[config.mk]
export PLATFORM = sky130hd
export DESIGN_NAME = gn1d_wrap
export DESIGN_NICKNAME = d
export VERILOG_FILES = /design/src/design/gn1d_pkg.sv /design/src/design/gn1d_wrap.sv
export SDC_FILE = /design/constraint.sdc
export NUM_CORES = 1
export LEC_CHECK = 0
export BUFFER_PORTS_ARGS = -buffer_cell sky130_fd_sc_hd__buf_2
export CAP_MARGIN = 20
export CORE_MARGIN = 2
export CORE_UTILIZATION = 55
export DETAILED_ROUTE_END_ITERATION = 10
export GPL_ROUTABILITY_DRIVEN = 0
export PLACE_DENSITY = 0.84
export RECOVER_POWER = 100
export SETUP_SLACK_MARGIN = 0.5
export SYNTH_ARGS = -nofsm -noshare
export SYNTH_HDL_FRONTEND = slang
export SYNTH_SLANG_ARGS = --single-unit
[constraint.sdc]
create_clock -name clk -period 1.8 [get_ports clk]
set_input_delay 0.27 -clock clk [delete_from_list [all_inputs] [get_ports clk]]
set_output_delay 0.27 -clock clk [all_outputs]
set_load 0.05 [all_outputs]
[src/design/gn1d_pkg.sv]
// ----------------------------------------------------------------------------
// gn1d_pkg: shared types and constants for the 1-D gradient noise block
// Operation codes, the pipeline tag and the power-on permutation table.
// ----------------------------------------------------------------------------
package gn1d_pkg;

  localparam logic [1:0] OP_NOISE = 2'd0;
  localparam logic [1:0] OP_WRITE = 2'd1;
  localparam logic [1:0] OP_READ  = 2'd2;

  // travels with every item down the pipeline
  typedef struct packed {
    logic       vld;
    logic [1:0] op;
  } gn1d_tag_t;

  localparam int PERM_INIT_DEPTH = 256;

  localparam logic [7:0] PERM_INIT [PERM_INIT_DEPTH] = '{
    8'd170, 8'd22,  8'd164, 8'd57,  8'd210, 8'd206, 8'd153, 8'd48,
    8'd0,   8'd85,  8'd196, 8'd216, 8'd60,  8'd165, 8'd255, 8'd157,
    8'd107, 8'd21,  8'd73,  8'd72,  8'd36,  8'd140, 8'd247, 8'd66,
    8'd176, 8'd71,  8'd31,  8'd79,  8'd75,  8'd6,   8'd200, 8'd253,
    8'd7,   8'd180, 8'd112, 8'd9,   8'd251, 8'd131, 8'd235, 8'd209,
    8'd27,  8'd241, 8'd240, 8'd87,  8'd207, 8'd23,  8'd17,  8'd70,
    8'd81,  8'd249, 8'd191, 8'd194, 8'd230, 8'd88,  8'd25,  8'd76,
    8'd129, 8'd203, 8'd97,  8'd108, 8'd135, 8'd173, 8'd26,  8'd219,
    8'd227, 8'd37,  8'd116, 8'd58,  8'd47,  8'd133, 8'd181, 8'd74,
    8'd14,  8'd8,   8'd205, 8'd103, 8'd94,  8'd62,  8'd218, 8'd113,
    8'd214, 8'd65,  8'd128, 8'd144, 8'd134, 8'd120, 8'd3,   8'd80,
    8'd184, 8'd121, 8'd67,  8'd160, 8'd187, 8'd19,  8'd189, 8'd30,
    8'd122, 8'd237, 8'd143, 8'd51,  8'd69,  8'd49,  8'd231, 8'd174,
    8'd54,  8'd211, 8'd177, 8'd18,  8'd4,   8'd179, 8'd197, 8'd20,
    8'd126, 8'd150, 8'd228, 8'd59,  8'd83,  8'd186, 8'd11,  8'd234,
    8'd119, 8'd145, 8'd63,  8'd84,  8'd115, 8'd220, 8'd5,   8'd193,
    8'd239, 8'd96,  8'd24,  8'd159, 8'd225, 8'd33,  8'd147, 8'd105,
    8'd171, 8'd202, 8'd155, 8'd183, 8'd61,  8'd238, 8'd198, 8'd142,
    8'd213, 8'd100, 8'd35,  8'd93,  8'd204, 8'd124, 8'd222, 8'd223,
    8'd162, 8'd101, 8'd39,  8'd92,  8'd141, 8'd68,  8'd190, 8'd64,
    8'd169, 8'd41,  8'd244, 8'd117, 8'd90,  8'd137, 8'd167, 8'd236,
    8'd243, 8'd172, 8'd32,  8'd217, 8'd86,  8'd151, 8'd99,  8'd229,
    8'd226, 8'd34,  8'd44,  8'd182, 8'd10,  8'd1,   8'd52,  8'd102,
    8'd139, 8'd16,  8'd110, 8'd245, 8'd118, 8'd208, 8'd252, 8'd201,
    8'd114, 8'd233, 8'd242, 8'd248, 8'd175, 8'd250, 8'd215, 8'd156,
    8'd12,  8'd246, 8'd132, 8'd254, 8'd192, 8'd42,  8'd91,  8'd28,
    8'd95,  8'd106, 8'd152, 8'd125, 8'd199, 8'd98,  8'd89,  8'd50,
    8'd163, 8'd43,  8'd148, 8'd123, 8'd149, 8'd109, 8'd45,  8'd46,
    8'd136, 8'd161, 8'd195, 8'd78,  8'd111, 8'd127, 8'd2,   8'd77,
    8'd154, 8'd168, 8'd221, 8'd146, 8'd232, 8'd224, 8'd178, 8'd188,
    8'd130, 8'd138, 8'd104, 8'd166, 8'd40,  8'd55,  8'd158, 8'd56,
    8'd82,  8'd13,  8'd185, 8'd29,  8'd38,  8'd212, 8'd15,  8'd53
  };

endpackage

[src/design/gn1d_wrap.sv]
// ----------------------------------------------------------------------------
// gn1d_wrap: table index generation
// Three-stage reduction of the cell (or table index) modulo the table size
// by reciprocal multiply and one correction step.
// ----------------------------------------------------------------------------
module gn1d_wrap
  import gn1d_pkg::*;
#(
  parameter int TABLE_SIZE = 256,
  parameter int FRAC_BITS  = 16,
  localparam int IW = $clog2(TABLE_SIZE)
) (
  input  logic                 clk,
  input  logic                 rst_n,
  input  logic                 en,
  input  gn1d_tag_t            tag_i,
  input  logic [31:0]          position_i,
  input  logic [7:0]           index_i,
  input  logic [7:0]           value_i,
  output gn1d_tag_t            tag_o,
  output logic [IW-1:0]        idx0_o,
  output logic [IW-1:0]        idx1_o,
  output logic [FRAC_BITS-1:0] frac_o,
  output logic [7:0]           value_o
);

  localparam int CW = 32 - FRAC_BITS;
  localparam int SH = CW + IW;
  localparam int RW = (CW > IW + 1) ? CW : IW + 1;
  localparam longint unsigned RECIP = (64'd1 << SH) / TABLE_SIZE;
  localparam logic [CW:0] RECIP_C = (CW + 1)'(RECIP);
  localparam logic [IW:0] TSZ_C = (IW + 1)'(TABLE_SIZE);
  // cell is biased by 2^(CW-1) to make it non-negative; this undoes it
  localparam int OFF = int'((64'd1 << (CW - 1)) % TABLE_SIZE);

  gn1d_tag_t            tag1_r, tag2_r, tag3_r;
  logic [CW-1:0]        x1_r, x2_r, x3_r;
  logic [CW-1:0]        q2_r, qt3_r;
  logic [FRAC_BITS-1:0] f1_r, f2_r, f3_r;
  logic [7:0]           val1_r, val2_r, val3_r;

  logic [CW-1:0]   x_nxt;
  logic [2*CW:0]   q_prod;
  logic [CW+IW:0]  qt_prod;
  logic [RW-1:0]   rem;
  logic [RW-1:0]   rem_red;
  logic [IW-1:0]   rmod;
  logic [IW:0]     rmod_wrap;
  logic [IW-1:0]   i0;

  // offset-binary cell for queries, plain index for table access
  assign x_nxt = (tag_i.op == OP_NOISE) ? {~position_i[31], position_i[30:FRAC_BITS]}
                                        : CW'(index_i);

  assign q_prod  = x1_r * RECIP_C;
  assign qt_prod = q2_r * TSZ_C;

  always_ff @(posedge clk) begin
    if (!rst_n) begin
      tag1_r <= '0;
      tag2_r <= '0;
      tag3_r <= '0;
    end else if (en) begin
      tag1_r <= tag_i;
      tag2_r <= tag1_r;
      tag3_r <= tag2_r;
    end
  end

  always_ff @(posedge clk) begin
    if (en) begin
      x1_r   <= x_nxt;
      f1_r   <= position_i[FRAC_BITS-1:0];
      val1_r <= value_i;
      x2_r   <= x1_r;
      q2_r   <= CW'(q_prod >> SH);
      f2_r   <= f1_r;
      val2_r <= val1_r;
      x3_r   <= x2_r;
      qt3_r  <= CW'(qt_prod);
      f3_r   <= f2_r;
      val3_r <= val2_r;
    end
  end

  // quotient may be low by one: remainder lies in [0, 2*TABLE_SIZE)
  always_comb begin
    rem       = RW'(x3_r) - RW'(qt3_r);
    rem_red   = (rem >= RW'(TABLE_SIZE)) ? rem - RW'(TABLE_SIZE) : rem;
    rmod      = IW'(rem_red);
    rmod_wrap = {1'b0, rmod} + (IW + 1)'(TABLE_SIZE - OFF);
    if (tag3_r.op != OP_NOISE) begin
      i0 = rmod;
    end else if (rmod >= IW'(OFF)) begin
      i0 = rmod - IW'(OFF);
    end else begin
      i0 = IW'(rmod_wrap);
    end
  end

  assign idx0_o  = i0;
  assign idx1_o  = (i0 == IW'(TABLE_SIZE - 1)) ? '0 : i0 + IW'(1);
  assign tag_o   = tag3_r;
  assign frac_o  = f3_r;
  assign value_o = val3_r;

endmodule

# == Yosys cells after proc, flatten, opt, wreduce, memory -nomap -nowiden ==
# Index checks and enable logic that the tools add are counted.
# word_totals
ff_bits,145
input_bits,54
out_inout_bits,43
elab_cells,33
# op_classes
add_sub_neg,4
magnitude_cmp,2
n_eq_ne,1
mux,5
bitwise,1
reduce_logical,2
# ops
operator,n
two-way mux 8 bit,5
"adder 8 x 1 -> 8 bit, second input constant",2
">= comparator 16 x 9 -> 1 bit, second input constant",1
subtractor 16 bit,1
"== test 8 bit, second input constant",1
">= comparator 8 x 1 -> 1 bit, second input constant",1
"subtractor 8 x 1 -> 8 bit, second input constant",1
logical NOT 2 bit,1
nonzero test 2 bit,1
inverter 1 bit,1

# == Logic depth before layout (Yosys ltp) ==
# logic_depth
depth_word,8
mapped_depth,4
depth_no_buf,4

# == Worst setup path after synthesis ==
# No wires, ideal clock.
# synth_path
path_type,register -> output
start,reg x3_r[0]
end,out idx1_o[5]
arrival_ns,2.238
required_time_ns,1.530
slack_ns,-0.708
path_stages_with_launch,5
n_path_buf,0
path_cell_list,edfxtp_1 -> ha_1 -> nand4_1 -> a21oi_1 -> o21ai_0
# synth_via
elab_chain_cells,8
elab_cells_between_ends,11
classes_between,4 x add/sub; 2 x order compare; 1 x eq/ne; 4 x mux
# synth_lines
element,line,rtl
start: declaration,gn1d_wrap.sv:37,"logic [CW-1:0] x1_r, x2_r, x3_r;"
start signal: assignment,gn1d_wrap.sv:79,x3_r <= x2_r;
subtractor 16 bit (*),gn1d_wrap.sv:88,rem = RW'(x3_r) - RW'(qt3_r);
>= comparator 16 x 9 -> 1 bit / subtractor 8 x 1 -> 8 bit (equally long branches),gn1d_wrap.sv:89,rem_red = (rem >= RW'(TABLE_SIZE)) ? rem - RW'(TABLE_SIZE) : rem;
two-way mux 8 bit (*),gn1d_wrap.sv:89,
adder 8 x 1 -> 8 bit / >= comparator 8 x 1 -> 1 bit (equally long branches),"gn1d_wrap.sv:91, gn1d_wrap.sv:94",
two-way mux 8 bit,gn1d_wrap.sv:94,end else if (rmod >= IW'(OFF)) begin
two-way mux 8 bit (*),gn1d_wrap.sv:92,if (tag3_r.op != OP_NOISE) begin
adder 8 x 1 -> 8 bit / == test 8 bit (equally long branches),gn1d_wrap.sv:102,assign idx1_o = (i0 == IW'(TABLE_SIZE - 1)) ? '0 : i0 + IW'(1);
two-way mux 8 bit (*),gn1d_wrap.sv:102,
end: declaration,gn1d_wrap.sv:22,"output logic [IW-1:0] idx1_o,"
# Every way passes the cells marked *; elsewhere a longest branch is shown, timed or not.

# == Final worst setup path ==
# layout_path
start,reg x3_r[0]
end,out idx1_o[6]
# Same word-level chain as after synthesis.

==> flow_metrics.tcl <==
set metrics [dict create \
    peakVddDrop_mv 0.763 \
    portBuffers 88 \
    fin_nets 325 \
    critPathMaxStageDelay_ns 0.46 \
    syn_area_sq_um 3460 \
    dp_slack_ns 0.0720 \
    tightest_slew_ns 1.01 \
    status "finished with violations" \
    fin_crit_ns 1.93 \
    r2r_cells 0 \
    die_h_um 83.3 \
    crit_family "flip-flops" \
    min_path_type "input port to flip-flop" \
    register_area_sq_um 3060 \
    violations "negative setup slack" \
    clk_latency_ns 0.34 \
    layout_common_cells "edfxtp_1, buf_2, clkbuf_1" \
    hold_depth 1 \
    die_x_um 83.3 \
    via_per_inst 4.87 \
    path_cells "ha_4 -> nand2_4 -> nor3_4 -> xor2_4 -> buf_6" \
    synth_cells 155 \
    mostFrequentLayoutCell "edfxtp_1" \
    drive_above_1_share_pct 41.1 \
    area_delta_synth_final_pct 31.7 \
    grt_max_degree 44 \
    synth_xor_area_share_pct 1.01 \
    switchingPower_w 0.00113 \
    gr-total-overflow 0 \
    synthDistinctLibCells 24 \
    ios 97 \
    p_clk_share_pct 30.2 \
    drtIter0Drc 127 \
    pwr-share-comb_pct 11.0 \
    p_per_area_nw_per_um2 1090 \
    r2r_slack_ns 1.13 \
    ant_nets 0 \
    synth.net_count 210 \
    grt_pass1_vias 1749 \
    r2r-end "frac_o[14]" \
    relSlewSlack_pct 33.0 \
    synth_compound_area_share_pct 0.724 \
    route.detailed.drc 0 \
    skew_ns 0.00611 \
    drv_cap 0 \
    antenna_found_initial 0 \
    synthMuxAreaShare_pct 5.21 \
    setup_violations 5 \
    synth_seq_cells 105 \
    crit_type "flip-flop to output pin" \
    multi_input_area_sq_um 507 \
    cp.buffers_inverters 1 \
    ys_seq_area_share_pct 88.6 \
    met2_usage_pct 28.6 \
    cts_tree "built" \
    cts_root_buffer "clkbuf_8" \
    cts-hold-fix-buffers 0 \
    slew_violations 0 \
    route.detailed.wl_per_inst_um 15.5 \
    fin_util_pct 76.0 \
    crit_path_top_delay_cell "edfxtp_1" \
    fill_cells 367 \
    fin_crit_sh_pct 107 \
    grt_pass1_wl_um 8290 \
    met1_usage_pct 16.6 \
    cp_data_arrival_time_ns 1.66 \
    first_pass_iters 4 \
    final_cells 350 \
    dp_hpwl_um 3520 \
    synth_warnings 0 \
    synth-simple-area-share_pct 3.84 \
    cts.sinks 105 \
    placedCellCount 323 \
    htreeDepth 3 \
    rsz0062_at_grt "yes" \
    cp.required_ns 1.53 \
    endpoint_kind "output pin" \
    grt_use_met3_pct 4.37 \
    core.rowCount 28 \
    timing.fmax_mhz 519 \
    p_leak_nw 1.70 \
    worst_slack_ns -0.127 \
    track_usage_pct 15.7 \
    initial_core_util_pct 57.7 \
    diodes 0 \
    seq_power_share_pct 58.8 \
    num_vias 1704 \
    grt.busiest_layer "met2" \
    hold_path_end "f1_r[13]" \
    power.share.switching_pct 22.8 \
    die-area_sq_um 6940 \
    clk_pin_slew_worst_paths_ns 0.09 \
    synth_top_family_by_area "multiplexers" \
    avgSynthCellArea_sq_um 22.3 \
    cp-start-kind "flip-flop" \
    cts_buffer_depth 2 \
    wirelength_um 5430 \
    worstPathMaxFanout 5 \
    min_from "position_i[13]" \
    fp.coreArea_sq_um 5990 \
    numCtsBuffers 9 \
    total_power_w 0.00495 \
    power.internal_w 0.00382 \
    hold_viol 0 \
    synthAdderAreaFrac_pct 0.362 \
    timing.rr.start "f2_r[14]" \
]
[worst max path at each step]
stage                 start   endpoint  slack [ns]  cells past startpoint
global placement    x3_r[0]  idx1_o[6]        0.14                      5
CTS                 x3_r[0]  idx1_o[6]       -0.09                      5
finish              x3_r[0]  idx1_o[6]       -0.13                      5
floorplan           x3_r[0]  idx1_o[6]       -0.14                      4
detailed placement  x3_r[0]  idx1_o[6]        0.07                      5
global route        x3_r[0]  idx1_o[6]       -0.19                      5
[stage by stage]
stage / cell area, sq um / hold WS [ns] / TNS [ns]
final: 4550 / 0.0973 / -0.260
after global routing: 4550 / 0.0797 / -3.14
after CTS: 4580 / 0.0804 / -0.215
after detailed placement: 4180 / 0.405 / 0
after global placement: 4180 / 0.401 / 0
after floorplan: 3580 / 0.369 / -0.482
[registers in the layout, indices dropped and copies added (netlist names)]
signal   cells
tag1_r       3
val1_r       8
f2_r        16
x2_r         8
x3_r         8
tag_o        3
tag2_r       3
x1_r         8
f1_r        16
frac_o      16
val2_r       8
value_o      8
[cells by family after synthesis]
group | count (synthesis)
AND/OR/NAND/NOR | 22
adder cells (fa/ha/maj) | 1
flip-flops | 105
XOR/XNOR | 4
multiplexers | 17
AO/OA/AOI/OAI | 4
buffers and inverters | 2
[synthesized netlist by cell type]
cell type,count,area (sq um)
nand3_1,1,5.00
nand2_1,3,11.3
mux2i_1,9,90.1
nand4_1,1,6.26
a31oi_1,1,6.26
nor2_1,2,7.51
o21ai_0,1,5.00
dfxtp_1,9,180
nor2_2,1,6.26
and4_1,1,8.76
nand3_2,1,10.0
nor3_1,1,5.00
ha_1,1,12.5
xor2_1,3,26.3
and4_2,1,10.0
edfxtp_1,96,2880
a41oi_1,1,8.76
mux2_2,8,90.1
xnor2_1,1,8.76
a21oi_1,1,5.00
buf_2,1,5.00
inv_1,1,3.75
or3_1,1,6.26
nor2b_1,9,56.3
[metal layers]
layer | part of all wire [%] | vias up
li1 | - | 828
met1 | 38 | 795
met2 | 55 | 66
met3 | 5.1 | 15
met4 | 2.4 | 0
met5 | 0 | -
[repair_timing]
item / 4_1_cts / 5_1_grt
pin swaps: 3 / 2
gates resized for setup: 39 / 5
setup buffers: 8 / 3
endpoints found under the setup margin: 16 / 16
[layout make-up]
cell class              count  area share [%]
clock buffers               9            2.72
multi-input cells          48            11.1
repair buffers            105            14.7
clock inverters             7            2.03
well taps                  75            2.06
flip-flops and latches    105            67.3
inverters                   1          0.0825
[power groups by stage]
| stage | combinational, W | sequential (W) | clock, W |
|---|---|---|---|
| final | 0.000545 | 0.00291 | 0.00149 |
| after global routing | 0.000572 | 0.00292 | 0.00162 |
| after CTS | 0.000551 | 0.00291 | 0.00153 |
| after detailed placement | 0.000482 | 0.00297 | 0 |
| after global placement | 0.000475 | 0.00295 | 0 |
| after floorplan | 0.000146 | 0.00312 | 0 |
Power figures use the tool's default switching activity.
