--- config.mk ---
export PLATFORM = sky130hd
export DESIGN_NAME = gn1d_fade
export DESIGN_NICKNAME = d
export VERILOG_FILES = /design/src/design/gn1d_pkg.sv /design/src/design/gn1d_fade.sv
export SDC_FILE = /design/constraint.sdc
export NUM_CORES = 2
export LEC_CHECK = 0
export BUFFER_PORTS_ARGS = -buffer_cell sky130_fd_sc_hd__buf_4
export CAP_MARGIN = 20
export CORE_ASPECT_RATIO = 1.2
export CORE_UTILIZATION = 50
export DETAILED_ROUTE_END_ITERATION = 10
export GPL_TIMING_DRIVEN = 0
export PLACE_DENSITY = 0.72
export REMOVE_ABC_BUFFERS = 1
export SLEW_MARGIN = 30
export SYNTH_ARGS = -nofsm -noshare
export SYNTH_HDL_FRONTEND = slang
export SYNTH_SLANG_ARGS = --single-unit
--- constraint.sdc ---
create_clock -name clk -period 11.85 [get_ports clk]
set_clock_uncertainty 0.15 [all_clocks]
set_input_delay 1.7775 -clock clk [delete_from_list [all_inputs] [get_ports clk]]
set_output_delay 1.7775 -clock clk [all_outputs]
set_load 0.02 [all_outputs]
--- src/design/gn1d_pkg.sv ---
// ----------------------------------------------------------------------------
// gn1d_pkg: shared types and constants for the 1-D gradient noise block
// Operation codes, the pipeline tag and the power-on permutation table.
// ----------------------------------------------------------------------------
package gn1d_pkg;

  localparam logic [1:0] OP_NOISE = 2'd0;
  localparam logic [1:0] OP_WRITE = 2'd1;
  localparam logic [1:0] OP_READ  = 2'd2;

  // travels with every item down the pipeline
  typedef struct packed {
    logic       vld;
    logic [1:0] op;
  } gn1d_tag_t;

  localparam int PERM_INIT_DEPTH = 256;

  localparam logic [7:0] PERM_INIT [PERM_INIT_DEPTH] = '{
    8'd170, 8'd22,  8'd164, 8'd57,  8'd210, 8'd206, 8'd153, 8'd48,
    8'd0,   8'd85,  8'd196, 8'd216, 8'd60,  8'd165, 8'd255, 8'd157,
    8'd107, 8'd21,  8'd73,  8'd72,  8'd36,  8'd140, 8'd247, 8'd66,
    8'd176, 8'd71,  8'd31,  8'd79,  8'd75,  8'd6,   8'd200, 8'd253,
    8'd7,   8'd180, 8'd112, 8'd9,   8'd251, 8'd131, 8'd235, 8'd209,
    8'd27,  8'd241, 8'd240, 8'd87,  8'd207, 8'd23,  8'd17,  8'd70,
    8'd81,  8'd249, 8'd191, 8'd194, 8'd230, 8'd88,  8'd25,  8'd76,
    8'd129, 8'd203, 8'd97,  8'd108, 8'd135, 8'd173, 8'd26,  8'd219,
    8'd227, 8'd37,  8'd116, 8'd58,  8'd47,  8'd133, 8'd181, 8'd74,
    8'd14,  8'd8,   8'd205, 8'd103, 8'd94,  8'd62,  8'd218, 8'd113,
    8'd214, 8'd65,  8'd128, 8'd144, 8'd134, 8'd120, 8'd3,   8'd80,
    8'd184, 8'd121, 8'd67,  8'd160, 8'd187, 8'd19,  8'd189, 8'd30,
    8'd122, 8'd237, 8'd143, 8'd51,  8'd69,  8'd49,  8'd231, 8'd174,
    8'd54,  8'd211, 8'd177, 8'd18,  8'd4,   8'd179, 8'd197, 8'd20,
    8'd126, 8'd150, 8'd228, 8'd59,  8'd83,  8'd186, 8'd11,  8'd234,
    8'd119, 8'd145, 8'd63,  8'd84,  8'd115, 8'd220, 8'd5,   8'd193,
    8'd239, 8'd96,  8'd24,  8'd159, 8'd225, 8'd33,  8'd147, 8'd105,
    8'd171, 8'd202, 8'd155, 8'd183, 8'd61,  8'd238, 8'd198, 8'd142,
    8'd213, 8'd100, 8'd35,  8'd93,  8'd204, 8'd124, 8'd222, 8'd223,
    8'd162, 8'd101, 8'd39,  8'd92,  8'd141, 8'd68,  8'd190, 8'd64,
    8'd169, 8'd41,  8'd244, 8'd117, 8'd90,  8'd137, 8'd167, 8'd236,
    8'd243, 8'd172, 8'd32,  8'd217, 8'd86,  8'd151, 8'd99,  8'd229,
    8'd226, 8'd34,  8'd44,  8'd182, 8'd10,  8'd1,   8'd52,  8'd102,
    8'd139, 8'd16,  8'd110, 8'd245, 8'd118, 8'd208, 8'd252, 8'd201,
    8'd114, 8'd233, 8'd242, 8'd248, 8'd175, 8'd250, 8'd215, 8'd156,
    8'd12,  8'd246, 8'd132, 8'd254, 8'd192, 8'd42,  8'd91,  8'd28,
    8'd95,  8'd106, 8'd152, 8'd125, 8'd199, 8'd98,  8'd89,  8'd50,
    8'd163, 8'd43,  8'd148, 8'd123, 8'd149, 8'd109, 8'd45,  8'd46,
    8'd136, 8'd161, 8'd195, 8'd78,  8'd111, 8'd127, 8'd2,   8'd77,
    8'd154, 8'd168, 8'd221, 8'd146, 8'd232, 8'd224, 8'd178, 8'd188,
    8'd130, 8'd138, 8'd104, 8'd166, 8'd40,  8'd55,  8'd158, 8'd56,
    8'd82,  8'd13,  8'd185, 8'd29,  8'd38,  8'd212, 8'd15,  8'd53
  };

endpackage

--- src/design/gn1d_fade.sv ---
// ----------------------------------------------------------------------------
// gn1d_fade: gradient, quintic fade and interpolation datapath
// Five register stages, one multiplier level per stage, floor rounding.
// ----------------------------------------------------------------------------
module gn1d_fade
  import gn1d_pkg::*;
#(
  parameter int TABLE_SIZE = 256,
  parameter int FRAC_BITS  = 16
) (
  input  logic                 clk,
  input  logic                 rst_n,
  input  logic                 en,
  input  gn1d_tag_t            tag_i,
  input  logic [FRAC_BITS-1:0] frac_i,
  input  logic [7:0]           ent0_i,
  input  logic [7:0]           ent1_i,
  output logic                 res_vld_o,
  output logic [17:0]          noise_o,
  output logic [7:0]           entry_o
);

  localparam int F   = FRAC_BITS;
  localparam int SHL = (F < 16) ? 16 - F : 0;
  localparam int SHR = (F > 16) ? F - 16 : 0;
  localparam logic signed [F+4:0]  C15   = (F + 5)'(15 * (1 << F));
  localparam logic signed [F+4:0]  C10   = (F + 5)'(10 * (1 << F));
  localparam logic signed [F+1:0]  ONE_A = (F + 2)'(1 << F);
  localparam logic signed [2*F+5:0] ONE_W = (2 * F + 6)'(1 << F);
  localparam logic signed [F+20:0] SAT_P = (F + 21)'(65536);
  localparam logic signed [F+20:0] SAT_N = -(F + 21)'(65536);

  gn1d_tag_t tag4_r, tag5_r, tag6_r, tag7_r, tag8_r;

  logic [F-1:0]          f4_r, f5_r;
  logic [7:0]            ent5_r, ent6_r, ent7_r, ent8_r;
  logic signed [F+4:0]   fu5_r;
  logic [F-1:0]          ff5_r;
  logic signed [F+1:0]   a5_r, a6_r, a7_r, a8_r;
  logic signed [F+2:0]   d5_r, d6_r, d7_r;
  logic [F-1:0]          c6_r;
  logic signed [F+4:0]   v6_r;
  logic [F:0]            fd7_r;
  logic signed [F+2:0]   m8_r;

  // stage 4 (table data arrives)
  logic signed [F+4:0]   f_s, u;
  logic signed [2*F+9:0] fu_p;
  logic [2*F-1:0]        ff_p;
  logic signed [F+1:0]   fa, a, b;
  logic signed [F+2:0]   d;
  logic                  g0, g1;
  // later stages
  logic [2*F-1:0]        c_p;
  logic signed [F+4:0]   v;
  logic signed [2*F+5:0] fd_p, fd_sh;
  logic [F:0]            fd;
  logic signed [2*F+4:0] m_p;
  logic signed [F+3:0]   r;
  logic signed [F+20:0]  rw, rs;
  logic [17:0]           sat;

  assign f_s  = signed'({5'b0, f4_r});
  assign u    = (f_s <<< 2) + (f_s <<< 1) - C15;
  assign fu_p = f_s * u;
  assign ff_p = f4_r * f4_r;

  // entry above half the table size: gradient +1, else -1
  assign g0 = (int'(ent0_i) * 2) > TABLE_SIZE;
  assign g1 = (int'(ent1_i) * 2) > TABLE_SIZE;
  assign fa = signed'({2'b0, f4_r});
  assign a  = g0 ? fa : -fa;
  assign b  = g1 ? fa - ONE_A : ONE_A - fa;
  assign d  = (F + 3)'(b) - (F + 3)'(a);

  assign c_p = ff5_r * f5_r;
  assign v   = fu5_r + C10;

  assign fd_p  = signed'({1'b0, c6_r}) * v6_r;
  assign fd_sh = fd_p >>> F;
  always_comb begin
    if (fd_sh < 0) begin
      fd = '0;
    end else if (fd_sh > ONE_W) begin
      fd = (F + 1)'(1 << F);
    end else begin
      fd = (F + 1)'(fd_sh);
    end
  end

  assign m_p = signed'({1'b0, fd7_r}) * d7_r;

  // final sum, rescale to 16 fraction bits, saturate
  assign r  = (F + 4)'(a8_r) + (F + 4)'(m8_r);
  assign rw = (F + 21)'(r);
  assign rs = (rw <<< SHL) >>> SHR;
  always_comb begin
    if (rs > SAT_P) begin
      sat = 18'(SAT_P);
    end else if (rs < SAT_N) begin
      sat = 18'(SAT_N);
    end else begin
      sat = 18'(rs);
    end
  end

  always_ff @(posedge clk) begin
    if (!rst_n) begin
      tag4_r <= '0;
      tag5_r <= '0;
      tag6_r <= '0;
      tag7_r <= '0;
      tag8_r <= '0;
    end else if (en) begin
      tag4_r <= tag_i;
      tag5_r <= tag4_r;
      tag6_r <= tag5_r;
      tag7_r <= tag6_r;
      tag8_r <= tag7_r;
    end
  end

  always_ff @(posedge clk) begin
    if (en) begin
      f4_r   <= frac_i;
      f5_r   <= f4_r;
      ent5_r <= ent0_i;
      fu5_r  <= (F + 5)'(fu_p >>> F);
      ff5_r  <= F'(ff_p >> F);
      a5_r   <= a;
      d5_r   <= d;
      ent6_r <= ent5_r;
      c6_r   <= F'(c_p >> F);
      v6_r   <= v;
      a6_r   <= a5_r;
      d6_r   <= d5_r;
      ent7_r <= ent6_r;
      fd7_r  <= fd;
      a7_r   <= a6_r;
      d7_r   <= d6_r;
      ent8_r <= ent7_r;
      m8_r   <= (F + 3)'(m_p >>> F);
      a8_r   <= a7_r;
    end
  end

  assign res_vld_o = tag8_r.vld && (tag8_r.op == OP_NOISE || tag8_r.op == OP_READ);
  assign noise_o   = (tag8_r.op == OP_NOISE) ? sat : '0;
  assign entry_o   = (tag8_r.op == OP_READ) ? ent8_r : '0;

endmodule

* Word level (Yosys, flattened, before mapping)
Cells that the tools add are included.
Cells by class: add/subtract/negate cells 8, multiply operators 5, $lt $le $gt $ge 6, eq/ne operators 1, multiplexer cells 7, reduce and logical (&&, ||, !) cells 4
Operators by type and width (number):
- $mux 18 | 5
- $mul 16x16->32 | 2
- $mul 17x21->38 | 1
- $mul 17x21->37 | 1
- $mul 18x19->35 | 1
- $gt 22x18->1 const B | 1
- $lt 22x1->1 const B | 1
- $add 21x21->21 const B | 1
- $sub 19x20->21 const B | 1
- $add 18x19->20 | 1
- $gt 20x18->1 const B | 1
- $lt 20x17->1 const B | 1
- $add 18x17->19 | 1
- $sub 18x18->19 | 1
- $gt 9x9->1 const B | 2
- $neg 16->18 | 1
- $sub 16x17->18 const B | 1
- $sub 17x16->18 const A | 1
- $mux 17 | 1
- $mux 8 | 1
- $eq 2x2->1 const B | 1
- $logic_not 2->1 | 1
- $reduce_or 2->1 | 1
- $logic_and 1x1->1 | 1
- $logic_or 1x1->1 | 1
Storage, ports and cells: flip-flop bits (word level) 318, input port bits 38, output and inout bits 27, word-level logic and storage cells 61

* Longest topological paths before layout
depth in word-level cells 5, gate-level depth with buffers 37

* Worst setup path after synthesis
OpenSTA, ideal clock, no wires.
kind reg-to-reg, from register f4_r[1], to register fu5_r[20] (data pin), setup time 0.261 ns, data arrival time 8.869 ns, data required time 11.439 ns, setup slack 2.569 ns, cell stages (with the launch flop) 36, period minus slack after synthesis 9.281 ns, path through edfxtp_1 > clkbuf_1 > clkinv_1 > ha_1 > ha_1 > ha_1 > a21oi_1 > o21bai_1 > a21oi_1 > o21bai_1 > a21oi_1 > o21ai_0 > a21oi_1 > xnor2_1 > clkbuf_1 > nand2_1 > fa_1 > fa_1 > inv_1 > fa_1 > inv_1 > fa_1 > fa_1 > inv_1 > fa_1 > ha_1 > a211oi_1 > nand2_1 > nor3_1 > a21oi_1 > a31oi_1 > o21ai_1 > a41o_1 > o41ai_2 > o21ai_0 > xnor2_1
On the way: longest elaborated chain between the ends 3
RTL lines:
- start: declaration | RTL line gn1d_fade.sv:35 | logic [F-1:0] f4_r, f5_r;
- start signal: assignment | RTL line gn1d_fade.sv:125 | f4_r <= frac_i;
- $add 18x17->19 | RTL line gn1d_fade.sv:64 | assign u = (f_s <<< 2) + (f_s <<< 1) - C15;
- $sub 19x20->21 | RTL line gn1d_fade.sv:64
- $mul 17x21->37 (*) | RTL line gn1d_fade.sv:65 | assign fu_p = f_s * u;
- via fu_p[36] | RTL line gn1d_fade.sv:48 | logic signed [2*F+9:0] fu_p;
- end signal: assignment | RTL line gn1d_fade.sv:128 | fu5_r <= (F + 5)'(fu_p >>> F);
- end: declaration | RTL line gn1d_fade.sv:37 | logic signed [F+4:0] fu5_r;
The timed path passes the listed nets; every way through them passes the cells marked *. A chain may end at the register's enable or synchronous reset.

* Worst setup path in the final report
Ends and elaborated chain as after synthesis.

==> flow_metrics.py <==
metrics = {
    "routing": {
        "first_iter_violations": 2676,
        "wire_per_inst_um": 17.9,
        "viasPerCell": 5.30,
        "drc": 0,
        "wl_mm": 143,
        "vias": 42349,
        "final_antenna_net_count": 0,
        "dr.pass1.iters": 6,
    },
    "yosys": {
        "ys_top_cells_by_area": "fa_1 42%, edfxtp_1 14%, ha_1 11%",
        "synth_edf_count": 299,
        "synth_adder_area_share_pct": 52.9,
        "synth.mux.area_fraction_pct": 0.566,
        "synth_top_family_by_area": "adder cells",
        "netlist.area_leader.share_pct": 41.5,
        "synthTopCellsByCount": "1,608 x inv_1, 1,294 x fa_1, 844 x nand2_1, 565 x ha_1, 448 x and2_1",
        "synth.avg_cell_area_um2": 9.81,
        "synth_area_mm2": 0.0624,
        "ys_warn_count": 0,
        "synth_flop_cell": "edfxtp_1",
        "ys_seq_area_share_pct": 14.9,
        "synth_compound_area_share_pct": 4.84,
        "synthCells": 6357,
        "synth_most_common_cell": "inv_1",
        "async_flop_share_pct": 0,
        "synth-seq-cells": 314,
        "synth_largest_area_cell": "fa_1",
        "yosysUniqueCellTypes": 91,
        "synth_xor_area_share_pct": 2.61,
        "synth-simple-area-share_pct": 13.1,
    },
    "grt": {
        "grt_max_degree": 92,
        "grt.overflow.total": 0,
        "grt_pass1_vias": 46220,
        "antenna_found_initial": 0,
        "grt_usage_pct": 23.6,
        "grt_first_pass_wirelength_mm": 237,
    },
    "clocking": {
        "clk_pin_slew_ns": 0.07,
        "clock_latency_ns": 0.60,
        "cts_buffers": 39,
        "cts_max_level": 2,
        "numClockSinks": 314,
        "cts_tree": "yes",
        "clk_path_buf_depth": 3,
        "cts_root_buf": "clkbuf_16",
    },
    "timing": {
        "tns_ns": 0,
        "slew_violations": 0,
        "worst_pin_slew_ns": 1.04,
        "fin_crit_ns": 11.48,
        "final.period_utilization_pct": 96.9,
        "relSlewSlack_pct": 30.5,
        "hold_ws_ns": 0.249,
        "setup_ws_ns": 0.368,
        "setup-violations-final": 0,
        "hold_viol_final": 0,
        "grt_setup_unrepaired": "no",
        "fmaxAchievable_mhz": 87.1,
    },
    "die": {
        "rows": 141,
        "initial_core_util_pct": 50.5,
        "io_pins": 65,
        "die_h_um": 389,
        "core_area_mm2": 0.123,
        "dieArea_mm2": 0.126,
        "die_w_um": 324,
    },
    "worst_setup_path": {
        "cp_num_cells": 33,
        "end_kind": "register",
        "crit_buf_inv": 4,
        "r2r_cells": 33,
        "slowest_stage": "edfxtp_1",
        "cpMostUsedCell": "fa_1",
        "cpPeakStageDelay_ns": 0.77,
        "critPathLaunchType": "register",
        "cp.arrival_ns": 11.67,
        "crit_fanout": 16,
        "required_ns": 12.04,
        "critical_path_class": "register to register",
        "cpLargestDelayFamily": "adder cells",
    },
    "cells_and_area": {
        "fill_cells": 10745,
        "synthToLayoutAreaGrowth_pct": 6.36,
        "drive_gt1_share_pct": 4.43,
        "num_antenna_cells": 0,
        "stdcell_area_mm2": 0.0663,
        "nets": 8208,
    },
    "placement": {
        "dp_hpwl_mm": 115,
        "gp_congestion": 0.920,
        "placedInstanceArea_mm2": 0.0649,
        "dp_slack_ns": 0.366,
        "io_buffer_count": 64,
    },
    "min_path": {
        "hold_depth": 0,
        "hold_class": "register to register",
    },
    "job": {
        "maxCapViolations": 0,
    },
    "outcome": {
        "outcome": "complete, no violations",
    },
}
sequential cells by signal (all words and copies together) (netlist names), 17 cells and up:
signal	count
a6_r	18
m8_r	19
d5_r	18
d7_r	18
d6_r	18
a8_r	18
a5_r	17
fu5_r	21
a7_r	18
fd7_r	17
v6_r	21
routing by layer:
| layer | vias to the layer above | track usage (%) | routed length (um) |
|---|---|---|---|
| met1 | 21674 | 29.2 | 55700 |
| li1 | 18924 | - | - |
| met3 | 344 | 2.91 | 8650 |
| met4 | 0 | 9.63 | 6490 |
| met5 | - | 0 | 0 |
| met2 | 1407 | 41.5 | 72300 |
final cells by class:
type / count / area [um2] / share of cell area (%)
Timing Repair Buffer: 127 / 1290 / 1.94
Multi-Input combinational cell: 4208 / 46300 / 69.8
Sequential cell: 314 / 9280 / 14.0
Clock inverter: 24 / 298 / 0.449
Tap cell: 1644 / 2060 / 3.10
Clock buffer: 47 / 1050 / 1.58
Inverter: 1621 / 6090 / 9.18
metrics by stage:
step,utilization [%],cells
finish,53.7,7985
detailed placement,52.6,7910
floorplan,-,6143
global route,53.7,7985
global placement,51.9,7851
CTS,53.7,7981
placed cells by master (no fill, tap or decap), types with 11 or more instances in the layout:
cell	synthesis	routed
a211oi_1	12	12
a21o_1	37	37
a21oi_1	101	100
a31oi_1	16	16
and2_1	448	448
and3_1	13	12
buf_4	3	68
buf_6	2	31
buf_8	0	20
clkbuf_16	0	40
clkinv_1	10	11
dfxtp_1	15	15
edfxtp_1	299	299
fa_1	1294	1294
ha_1	565	563
inv_1	1608	1608
mux2i_1	24	24
nand2_1	844	844
nand2b_1	32	32
nand3_1	32	32
nand4_1	16	16
nor2_1	152	151
nor2b_1	42	42
nor3_1	52	51
o211a_1	13	13
o211ai_1	32	32
o21a_1	30	30
o21ai_0	68	68
o21bai_1	12	12
or2_2	11	11
xnor2_1	140	133
xor2_1	43	41
path summary, 6_finish.rpt:
check / from / endpoint / slack (ns)
setup / recovery: f4_r[1] / fu5_r[20] / 0.37
hold / removal: d6_r[9] / d7_r[9] / 0.25
setup reg to reg: f4_r[1] / fu5_r[20] / 0.37
hold reg to reg: d6_r[9] / d7_r[9] / 0.25
what timing repair did:
item / 4_1_cts / 5_1_grt
setup endpoints to repair: 0 / 3
hold buffers: 0 / 0
gates resized for setup: 0 / 2
buffers inserted: 0 / 1
logic make-up (layout without fill, tap and decap cells):
| logic type | after synthesis | count (layout) |
|---|---|---|
| other cells | 2 | 9 |
| simple gates | 1700 | 1700 |
| buf+inv | 1842 | 1819 |
| mux | 34 | 34 |
| xor+xnor | 184 | 184 |
| compound gates | 422 | 422 |
| fa+ha+maj | 1859 | 1859 |
| flops | 314 | 314 |
Power is left out: the tool's default activity adds up to more than one toggle a clock period on the data nets, which glitch-free logic cannot reach.
